## src/sv/jsu_pkg.sv

```systemverilog
package jsu_pkg;

   localparam int COUNT_BITS = 16;

   localparam logic [15:0] MAX_LENGTH_RESET = 16'd256;

   typedef enum logic [1:0] {
      KIND_CHAR  = 2'd0,
      KIND_END   = 2'd1,
      KIND_NULL  = 2'd2,
      KIND_ERROR = 2'd3
   } kind_type;

   typedef struct packed {
      kind_type    kind;
      logic [15:0] char_value;
      logic [15:0] char_count;
      logic        kept;
      logic        value_done;
   } rsp_type;

   // The reported count is limited to 16 bits whatever the counter width.
   function automatic logic [15:0] report_count(input logic [COUNT_BITS-1:0] count);
      logic [31:0] wide;
      wide = 32'(count);
      if (wide > 32'h0000_FFFF) begin
         return 16'hFFFF;
      end
      return wide[15:0];
   endfunction

endpackage

```

## src/sv/jsu_parser.sv

```systemverilog
module jsu_parser
   import jsu_pkg::*;
(
   input  logic        clock,
   input  logic        reset,
   input  logic        step,
   input  logic [7:0]  in_byte,
   input  logic [15:0] max_length,
   output logic        res_valid,
   output rsp_type     res
);

   typedef enum logic [2:0] {
      MODE_WAIT = 3'd0,
      MODE_NULL = 3'd1,
      MODE_STR  = 3'd2,
      MODE_ESC  = 3'd3,
      MODE_HEX  = 3'd4
   } mode_type;

   localparam logic [7:0] CH_QUOTE  = 8'h22;
   localparam logic [7:0] CH_BSLASH = 8'h5C;
   localparam logic [7:0] CH_SLASH  = 8'h2F;
   localparam logic [7:0] CH_LOW_B  = 8'h62;
   localparam logic [7:0] CH_LOW_F  = 8'h66;
   localparam logic [7:0] CH_LOW_N  = 8'h6E;
   localparam logic [7:0] CH_LOW_R  = 8'h72;
   localparam logic [7:0] CH_LOW_T  = 8'h74;
   localparam logic [7:0] CH_LOW_U  = 8'h75;
   localparam logic [7:0] CH_LOW_L  = 8'h6C;

   localparam logic [COUNT_BITS-1:0] COUNT_MAX = '1;

   mode_type               mode_ff, mode_in;
   logic [1:0]             null_pos_ff, null_pos_in;
   logic [11:0]            hex_acc_ff, hex_acc_in;
   logic [1:0]             hex_seen_ff, hex_seen_in;
   logic [COUNT_BITS-1:0]  count_ff, count_in;

   logic                   hex_ok;
   logic [3:0]             hex_val;
   logic                   char_hit;
   logic [15:0]            char_code;
   logic                   error_hit;
   logic [15:0]            limit;

   always_comb begin
      hex_ok  = 1'b1;
      hex_val = 4'd0;
      if (in_byte >= 8'h30 && in_byte <= 8'h39) begin
         hex_val = 4'(in_byte - 8'h30);
      end else if (in_byte >= 8'h41 && in_byte <= 8'h46) begin
         hex_val = 4'(in_byte - 8'h37);
      end else if (in_byte >= 8'h61 && in_byte <= 8'h66) begin
         hex_val = 4'(in_byte - 8'h57);
      end else begin
         hex_ok = 1'b0;
      end
   end

   assign limit = (max_length == 16'd0) ? 16'd0 : max_length - 16'd1;

   always_comb begin
      mode_in     = mode_ff;
      null_pos_in = null_pos_ff;
      hex_acc_in  = hex_acc_ff;
      hex_seen_in = hex_seen_ff;
      count_in    = count_ff;
      char_hit    = 1'b0;
      char_code   = 16'd0;
      error_hit   = 1'b0;
      res_valid   = 1'b0;
      res         = '{kind: KIND_CHAR, char_value: 16'd0, char_count: 16'd0,
                      kept: 1'b0, value_done: 1'b0};

      unique case (mode_ff)
         MODE_WAIT: begin
            if (in_byte == CH_LOW_N) begin
               mode_in     = MODE_NULL;
               null_pos_in = 2'd1;
            end else if (in_byte == CH_QUOTE) begin
               mode_in  = MODE_STR;
               count_in = '0;
            end else begin
               error_hit = 1'b1;
            end
         end
         MODE_NULL: begin
            if (in_byte != ((null_pos_ff == 2'd1) ? CH_LOW_U : CH_LOW_L)) begin
               error_hit = 1'b1;
            end else if (null_pos_ff == 2'd3) begin
               null_pos_in    = 2'd0;
               mode_in        = MODE_WAIT;
               res_valid      = 1'b1;
               res.kind       = KIND_NULL;
               res.value_done = 1'b1;
            end else begin
               null_pos_in = null_pos_ff + 2'd1;
            end
         end
         MODE_STR: begin
            if (in_byte == CH_QUOTE) begin
               mode_in        = MODE_WAIT;
               res_valid      = 1'b1;
               res.kind       = KIND_END;
               res.char_count = report_count(count_ff);
               res.value_done = 1'b1;
            end else if (in_byte == CH_BSLASH) begin
               mode_in = MODE_ESC;
            end else begin
               char_hit  = 1'b1;
               char_code = 16'(in_byte);
            end
         end
         MODE_ESC: begin
            unique case (in_byte) inside
               CH_QUOTE, CH_BSLASH, CH_SLASH: begin
                  char_hit  = 1'b1;
                  char_code = 16'(in_byte);
               end
               CH_LOW_B: begin
                  char_hit  = 1'b1;
                  char_code = 16'h0008;
               end
               CH_LOW_F: begin
                  char_hit  = 1'b1;
                  char_code = 16'h000C;
               end
               CH_LOW_N: begin
                  char_hit  = 1'b1;
                  char_code = 16'h000A;
               end
               CH_LOW_R: begin
                  char_hit  = 1'b1;
                  char_code = 16'h000D;
               end
               CH_LOW_T: begin
                  char_hit  = 1'b1;
                  char_code = 16'h0009;
               end
               CH_LOW_U: begin
                  mode_in     = MODE_HEX;
                  hex_acc_in  = 12'd0;
                  hex_seen_in = 2'd0;
               end
               default: begin
                  error_hit = 1'b1;
               end
            endcase
         end
         MODE_HEX: begin
            if (!hex_ok) begin
               error_hit = 1'b1;
            end else if (hex_seen_ff == 2'd3) begin
               char_hit    = 1'b1;
               char_code   = {hex_acc_ff, hex_val};
               hex_acc_in  = 12'd0;
               hex_seen_in = 2'd0;
            end else begin
               hex_acc_in  = {hex_acc_ff[7:0], hex_val};
               hex_seen_in = hex_seen_ff + 2'd1;
            end
         end
         default: begin
            mode_in = MODE_WAIT;
         end
      endcase

      if (char_hit) begin
         mode_in        = MODE_STR;
         res_valid      = 1'b1;
         res.kind       = KIND_CHAR;
         res.char_value = char_code;
         res.char_count = report_count(count_ff);
         res.kept       = (32'(count_ff) < 32'(limit));
         if (count_ff != COUNT_MAX) begin
            count_in = count_ff + 1'b1;
         end
      end

      if (error_hit) begin
         mode_in        = MODE_WAIT;
         res_valid      = 1'b1;
         res.kind       = KIND_ERROR;
         res.value_done = 1'b1;
      end
   end

   always_ff @(posedge clock) begin
      if (reset) begin
         mode_ff     <= MODE_WAIT;
         null_pos_ff <= 2'd0;
         hex_acc_ff  <= 12'd0;
         hex_seen_ff <= 2'd0;
         count_ff    <= '0;
      end else if (step) begin
         mode_ff     <= mode_in;
         null_pos_ff <= null_pos_in;
         hex_acc_ff  <= hex_acc_in;
         hex_seen_ff <= hex_seen_in;
         count_ff    <= count_in;
      end
   end

endmodule

```

## src/sv/jsu_out_reg.sv

```systemverilog
module jsu_out_reg
   import jsu_pkg::*;
(
   input  logic    clock,
   input  logic    reset,
   input  logic    load,
   input  rsp_type load_data,
   input  logic    take,
   output logic    out_valid,
   output rsp_type out_data
);

   logic    valid_ff, valid_in;
   rsp_type data_ff;

   // A new result may be loaded in the same cycle the held one is taken.
   assign valid_in = load | (valid_ff & ~take);

   always_ff @(posedge clock) begin
      if (reset) begin
         valid_ff <= 1'b0;
      end else begin
         valid_ff <= valid_in;
      end
      if (load) begin
         data_ff <= load_data;
      end
   end

   assign out_valid = valid_ff;
   assign out_data  = data_ff;

endmodule

```

## src/sv/json_string_unescape_decoder.sv

```systemverilog
// Decodes one JSON string value (a quoted string with escapes, or the literal null) from a
// byte stream, one byte per clock when not stalled. Each accepted byte is held in an input
// register, parsed combinationally against the parser state, and any result lands in an
// output register, so a byte may be accepted every cycle when not stalled, and its result
// is offered once it moves from the input register into the output register. Throughput
// is one byte per clock when not stalled, set by the update of the parser state; a result
// that waits on rsp_ready only stalls input when the next byte also produces one.
// Decoded characters report their index and whether it is below max_length - 1; a closing
// quote reports the count, and every end, null or error result returns the parser to
// waiting for a new value. Write max_length only while the block is idle.
module json_string_unescape_decoder
   import jsu_pkg::*;
(
   input  logic        clock,
   input  logic        reset,
   input  logic        req_valid,
   output logic        req_ready,
   input  logic [7:0]  req_in_byte,
   output logic        rsp_valid,
   input  logic        rsp_ready,
   output logic [1:0]  rsp_kind,
   output logic [15:0] rsp_char_value,
   output logic [15:0] rsp_char_count,
   output logic        rsp_kept,
   output logic        rsp_value_done,
   input  logic        csr_write_enable,
   input  logic [15:0] csr_write_data
);

   logic        in_valid_ff, in_valid_in;
   logic [7:0]  in_byte_ff;
   logic [15:0] max_length_ff;
   logic        res_valid;
   rsp_type     res;
   logic        advance;
   logic        out_valid;
   rsp_type     out_data;

   assign advance     = in_valid_ff & (~res_valid | ~out_valid | rsp_ready);
   assign req_ready   = ~in_valid_ff | advance;
   assign in_valid_in = (req_valid & req_ready) | (in_valid_ff & ~advance);

   always_ff @(posedge clock) begin
      if (reset) begin
         in_valid_ff   <= 1'b0;
         max_length_ff <= MAX_LENGTH_RESET;
      end else begin
         in_valid_ff <= in_valid_in;
         if (csr_write_enable) begin
            max_length_ff <= csr_write_data;
         end
      end
      if (req_valid && req_ready) begin
         in_byte_ff <= req_in_byte;
      end
   end

   jsu_parser u_parser (
      .clock      (clock),
      .reset      (reset),
      .step       (advance),
      .in_byte    (in_byte_ff),
      .max_length (max_length_ff),
      .res_valid  (res_valid),
      .res        (res)
   );

   jsu_out_reg u_out_reg (
      .clock     (clock),
      .reset     (reset),
      .load      (advance & res_valid),
      .load_data (res),
      .take      (rsp_ready),
      .out_valid (out_valid),
      .out_data  (out_data)
   );

   assign rsp_valid      = out_valid;
   assign rsp_kind       = out_data.kind;
   assign rsp_char_value = out_data.char_value;
   assign rsp_char_count = out_data.char_count;
   assign rsp_kept       = out_data.kept;
   assign rsp_value_done = out_data.value_done;

   // A byte that cannot move on must stay put in the input register.
   assert property (@(posedge clock) disable iff (reset)
      in_valid_ff && !advance |=> in_valid_ff && $stable(in_byte_ff))
      else $error("input register lost or changed a stalled byte");

   // Only decoded characters carry a kept flag, and they never close the value.
   assert property (@(posedge clock) disable iff (reset)
      rsp_valid && rsp_kind == KIND_CHAR |-> !rsp_value_done)
      else $error("character result marked as end of value");

   assert property (@(posedge clock) disable iff (reset)
      rsp_valid && rsp_kind != KIND_CHAR |-> rsp_value_done && !rsp_kept
         && rsp_char_value == 16'd0)
      else $error("end, null or error result has bad fields");

   // A held result is never overwritten unless it is taken in the same cycle.
   assert property (@(posedge clock) disable iff (reset)
      advance && res_valid && out_valid |-> rsp_ready)
      else $error("pending result overwritten");

endmodule
```

## config.mk

```make
export PLATFORM = sky130hd
export DESIGN_NAME = json_string_unescape_decoder
export DESIGN_NICKNAME = d
export VERILOG_FILES = /design/src/sv/jsu_pkg.sv /design/src/sv/jsu_parser.sv /design/src/sv/jsu_out_reg.sv /design/src/sv/json_string_unescape_decoder.sv
export SDC_FILE = /design/constraint.sdc
export NUM_CORES = 1
export LEC_CHECK = 0
export BUFFER_PORTS_ARGS = -buffer_cell sky130_fd_sc_hd__buf_2
export CELL_PAD_IN_SITES_DETAIL_PLACEMENT = 1
export CELL_PAD_IN_SITES_GLOBAL_PLACEMENT = 2
export CORE_MARGIN = 2
export CORE_UTILIZATION = 41
export CTS_BUF_LIST = sky130_fd_sc_hd__clkbuf_8
export CTS_CLUSTER_DIAMETER = 40
export CTS_CLUSTER_SIZE = 24
export DETAILED_ROUTE_END_ITERATION = 12
export PLACE_DENSITY_LB_ADDON = 0.1
export SLEW_MARGIN = 20
export SYNTH_ARGS = -nofsm -noshare
export SYNTH_HDL_FRONTEND = slang
export SYNTH_SLANG_ARGS = --single-unit
```

## constraint.sdc

```tcl
create_clock -name clock -period 9.6 [get_ports clock]
set_clock_uncertainty 0.2 [all_clocks]
set_input_delay 2.88 -clock clock [delete_from_list [all_inputs] [get_ports clock]]
set_output_delay 2.88 -clock clock [all_outputs]
set_load 0.02 [all_outputs]
```

# --- Yosys cells after proc, flatten, opt, wreduce, memory -nomap -nowiden ---
# Index checks and enable logic that the tools add are counted.
classes:
  add_sub_neg: 7
  n_lt_le_gt_ge: 7
  eq_ne: 28
  muxes: 66
  bitwise: 15
  n_reduce_logical: 14
op_table:
  columns: ["op", "count"]
  rows:
  - ["2-to-1 mux 16 bit", 11]
  - ["equality test 8 x 7 -> 1 bit (second input constant)", 7]
  - ["one-hot mux 16 bit (3 select lines)", 1]
  - ["one-hot mux 8 bit (6 select lines)", 1]
  - ["2-to-1 mux 12 bit", 3]
  - ["2-to-1 mux 35 bit", 1]
  - ["2-to-1 mux 3 bit", 9]
  - ["one-hot mux 12 bit (2 select lines)", 1]
  - ["2-to-1 mux 1 bit", 19]
  - ["adder 16 x 1 -> 16 bit (second input constant)", 1]
  - ["equality test 8 x 6 -> 1 bit (second input constant)", 2]
  - ["greater-or-equal comparator 8 x 7 -> 1 bit (second input constant)", 2]
  - ["less-or-equal comparator 8 x 7 -> 1 bit (second input constant)", 2]
  - ["zero test 16 bit", 1]
  - ["less-than comparator 16 bit", 1]
  - ["2-to-1 mux 2 bit", 8]
  - ["!= test 16 bit (second input constant)", 1]
  - ["subtractor 16 x 1 -> 16 bit (second input constant)", 1]
  - ["one-hot mux 3 bit (5 select lines)", 1]
  - ["2-to-1 mux 4 bit", 3]
  - ["one-hot mux 2 bit (2 select lines)", 3]
  - ["!= test 5 x 1 -> 1 bit (second input constant)", 2]
  - ["OR reduction 9 bit", 1]
  - ["greater-or-equal comparator 8 x 6 -> 1 bit (second input constant)", 1]
  - ["30 further kinds", 54]
word_totals:
  regBits: 97
  inputBits: 29
  out_inout_bits: 38

# --- Logic depth before layout (Yosys ltp) ---
logic_depth:
  ltp_word: 16
  depth_mapped: 15
  mapped_depth_nobuf: 15

# --- Hierarchy ---
# From an unflattened synthesis, not the netlist that was laid out.
hier_totals:
  cells_unflattened: 538
  area_unflattened_um2: 5218.8
modules_own_cells:
  columns: ["module", "n_inst", "cells_per_inst", "area_each_um2"]
  rows:
  - ["jsu_parser", 1, 429, 3210.6]
  - ["jsu_out_reg", 1, 40, 1119.8]
  - ["json_string_unescape_decoder", 1, 69, 888.4]

# --- Least setup slack after synthesis ---
# No wires, ideal clock.
synth_timing:
  path_type: "input to output"
  start: "in rsp_ready"
  end: "out req_ready"
  t_arrival_ns: 3.245
  t_required_ns: 6.520
  path_slack_ns: 3.275
  path_stages: 2
  n_path_buf: 0
  path_cell_list: "nor2b_1 o211ai_1"
synth_via:
  elab_chain_cells: 3
synth_lines:
  columns: ["item", "line", "rtl"]
  rows:
  - ["from (decl)", "json_string_unescape_decoder.sv:20", "input logic rsp_ready,"]
  - ["bitwise OR 1 bit", "json_string_unescape_decoder.sv:39", "assign advance = in_valid_ff & (~res_valid | ~out_valid | rsp_ready);"]
  - ["bitwise AND 1 bit", "json_string_unescape_decoder.sv:39", null]
  - ["bitwise OR 1 bit", "json_string_unescape_decoder.sv:40", "assign req_ready = ~in_valid_ff | advance;"]
  - ["to (decl)", "json_string_unescape_decoder.sv:17", "output logic req_ready,"]
# Every way passes these cells.

# --- Worst setup path after layout ---
# Ends and elaborated chain as after synthesis.

==> results.json <==
{
  "wl_per_cell_um": 16.5,
  "coreArea_um2": 12700,
  "cts_hold_buf": 0,
  "crit_chain": "buf_2 > nor2b_1 > o211ai_1 > buf_2",
  "die_area_um2": 14000,
  "dp_hpwl_um": 9550,
  "area_growth_pct": 12.2,
  "synth_compound_area_frac": 0.132,
  "drt_iter0_markers": 216,
  "n_antenna_cell": 0,
  "track_usage": 0.188,
  "place_inst": 752,
  "synthArstFlopShare": 0,
  "clockRootBuffer": "clkbuf_8",
  "dr.pass1.iters": 4,
  "htreeDepth": 3,
  "path_max_fanout": 3,
  "cp_slowest_cell": "nor2b_1",
  "synth-simple-area-share": 0.256,
  "synth_nets": 590,
  "period_share": 0.699,
  "post_cts_buffers": 0,
  "yosys_warnings": 0,
  "grt_max_degree": 37,
  "drcViolationCount": 0,
  "worst-setup-path-type": "in -> out",
  "synth_area_um2": 5360,
  "gr-total-overflow": 0,
  "cpPeakStageDelay_ns": 0.26,
  "hold_slack_ns": 0.275,
  "yosys_register_bits": 97,
  "ir_drop_v": 0.0000778,
  "synth_top_family_by_area": "simple AND/OR/NAND/NOR gates",
  "pre_cts_ws_ns": 2.88,
  "critPathBufInv": 2,
  "p_total_mw": 0.808,
  "critPathTopFamily": "buffers and inverters",
  "drv_cap": 0,
  "crit_path_start_kind": "input pin",
  "n_fill_cell": 1481,
  "max_freq_mhz": 149,
  "avgSynthCellArea_um2": 9.98,
  "cp-end-kind": "output port",
  "slew_viol_final": 0,
  "postLayoutCoreUtil": 0.475,
  "final_cell_mix": "nand2_1 (71), buf_2 (66), dfxtp_1 (53)",
  "first_global_vias": 4109,
  "final_cell_area_um2": 6010,
  "hold_class": "reg -> reg",
  "critPathMostFrequentCell": "buf_2",
  "final.setup.worst_slack_ns": 2.89,
  "mostFrequentLayoutCell": "nand2_1",
  "antenna_found_initial": 0,
  "tightest_slew_ns": 0.854,
  "cp.arrival_ns": 3.63,
  "synth_xor_area_frac": 0.0245,
  "synthAdderAreaFrac": 0.0560,
  "clock_path_buffers": 2,
  "crit_required_ns": 6.52,
  "postRouteAntennaNets": 0,
  "rsz0062_at_grt": "no",
  "max_slew_margin": 0.431,
  "synth_edf_count": 44,
  "clk_latency_ns": 0.38,
  "numCtsBuffers": 9,
  "gp_congestion": 0.862,
  "portBuffers": 66,
  "vias_per_cell": 5.45,
  "synth_cell_types": 79,
  "die-height_um": 118,
  "cts_sinks": 97,
  "finalSetupTns_ns": 0,
  "finalHoldViolCount": 0,
  "routed_wl_um": 12700,
  "rows": 41,
  "cts_resized": 0,
  "clkSlewWorstSetupHoldPaths_ns": 0.09,
  "routed-via-count": 4193,
  "cellLeakagePower_nw": 2.42,
  "die_w_um": 118,
  "start_util": 0.423,
  "place_area_um2": 5780,
  "layout.cells.non_filler": 770,
  "grt_pass1_wl_um": 21200,
  "synthMuxAreaShare": 0.0544,
  "drive_above_1_share": 0.177,
  "ys.flop_type": "dfxtp_1",
  "cts_tree": "yes",
  "ys_seq_area_frac": 0.444,
  "fin_crit_ns": 6.71,
  "setup_violations": 0,
  "status": "finished clean",
  "powerDensity_nw_per_um2": 134,
  "ios": 67,
  "nNetsFinal": 646,
  "syn_inst": 537
}
[cell type report]
cell class | instances | area, um^2 | area share
clock buffers | 9 | 124 | 0.0206
inverters | 10 | 37.5 | 0.00624
multi-input cells | 407 | 2820 | 0.469
clock inverters | 7 | 71.3 | 0.0119
flip-flops and latches | 97 | 2380 | 0.396
well taps | 172 | 215 | 0.0358
repair buffers | 68 | 362 | 0.0601
[metal layers]
layer,up-vias,GRT usage,wire [um]
li1,2090,-,-
met1,1994,0.272,6450
met2,93,0.282,5560
met3,16,0.0338,517
met4,0,0.0655,197
met5,-,0,0
[worst paths after layout]
kind                          startpoint                     end  slack [ns]  cells past startpoint
setup / recovery               rsp_ready               req_ready        2.89                      4
hold / removal    u_parser.hex_acc_ff[9]  u_parser.hex_acc_ff[9]        0.27                      2
hold reg to reg   u_parser.hex_acc_ff[9]  u_parser.hex_acc_ff[9]        0.27                      2
setup reg to reg           in_byte_ff[0]   u_parser.count_ff[15]        5.76                      9
[worst reg2reg max path: stages, from the launching register on]
cell      delay (ns)
edfxtp_1        0.59
inv_1           0.16
ha_1            0.21
o21bai_1        0.10
a211o_1         0.41
a21oi_2         0.72
o41a_2          0.32
nor3b_4         0.69
nor3b_1         0.27
a211o_1         0.12
[where the power goes]
part	total (mW)	switching, mW	leakage (nW)	internal, mW
logic	0.0777	0.0458	1.45	0.0319
clock network	0.276	0.155	0.0987	0.121
registers	0.454	0.0126	0.871	0.441
total	0.808	0.214	2.42	0.594
[registers in the layout, summed over array words and instances (netlist names)]
| register | count |
|---|---|
| u_out_reg.out_data | 36 |
| u_out_reg.out_valid | 1 |
| u_parser.hex_acc_ff | 12 |
| u_parser.mode_ff | 3 |
| in_byte_ff | 8 |
| u_parser.count_ff | 16 |
| u_parser.hex_seen_ff | 2 |
| u_parser.null_pos_ff | 2 |
| in_valid_ff | 1 |
| max_length_ff | 16 |
[logic make-up after synthesis]
logic type / count (synthesis)
fa+ha+maj: 24
buf+inv: 33
compound gates: 89
simple gates: 250
xor+xnor: 15
mux: 29
flops: 97
[synth_stat cells (2+ instances only)]
cell type | instances | area [um^2]
a221o_1 | 9 | 90.1
nor3_1 | 12 | 60.1
nor2b_1 | 26 | 163
xnor2_1 | 8 | 70.1
mux2i_1 | 28 | 280
or3b_2 | 2 | 17.5
nand3_1 | 14 | 70.1
nand4b_1 | 3 | 26.3
nor3b_1 | 3 | 22.5
dfxtp_1 | 53 | 1060
inv_1 | 10 | 37.5
a211o_1 | 4 | 35.0
nand2_1 | 71 | 267
o211ai_1 | 6 | 45.0
a311oi_1 | 2 | 17.5
nand3b_1 | 3 | 22.5
o21ai_0 | 16 | 80.1
a21oi_2 | 3 | 26.3
a211oi_1 | 2 | 15.0
nor2_1 | 45 | 169
and2_1 | 14 | 87.6
and2b_1 | 2 | 15.0
a31oi_1 | 2 | 12.5
and3_1 | 6 | 37.5
clkbuf_1 | 11 | 41.3
or4_1 | 6 | 45.0
o211a_1 | 2 | 20.0
and4b_1 | 2 | 20.0
nor4_1 | 4 | 25.0
xor2_1 | 7 | 61.3
a41o_1 | 2 | 20.0
or3b_1 | 2 | 17.5
buf_2 | 6 | 30.0
nand4_1 | 4 | 25.0
edfxtp_1 | 44 | 1320
a21oi_1 | 12 | 60.1
and3b_1 | 5 | 43.8
ha_1 | 24 | 300
a22o_1 | 6 | 52.6
nand2b_1 | 12 | 75.1
buf_6 | 6 | 67.6
Note: power is estimated with default switching activity, not from simulation.
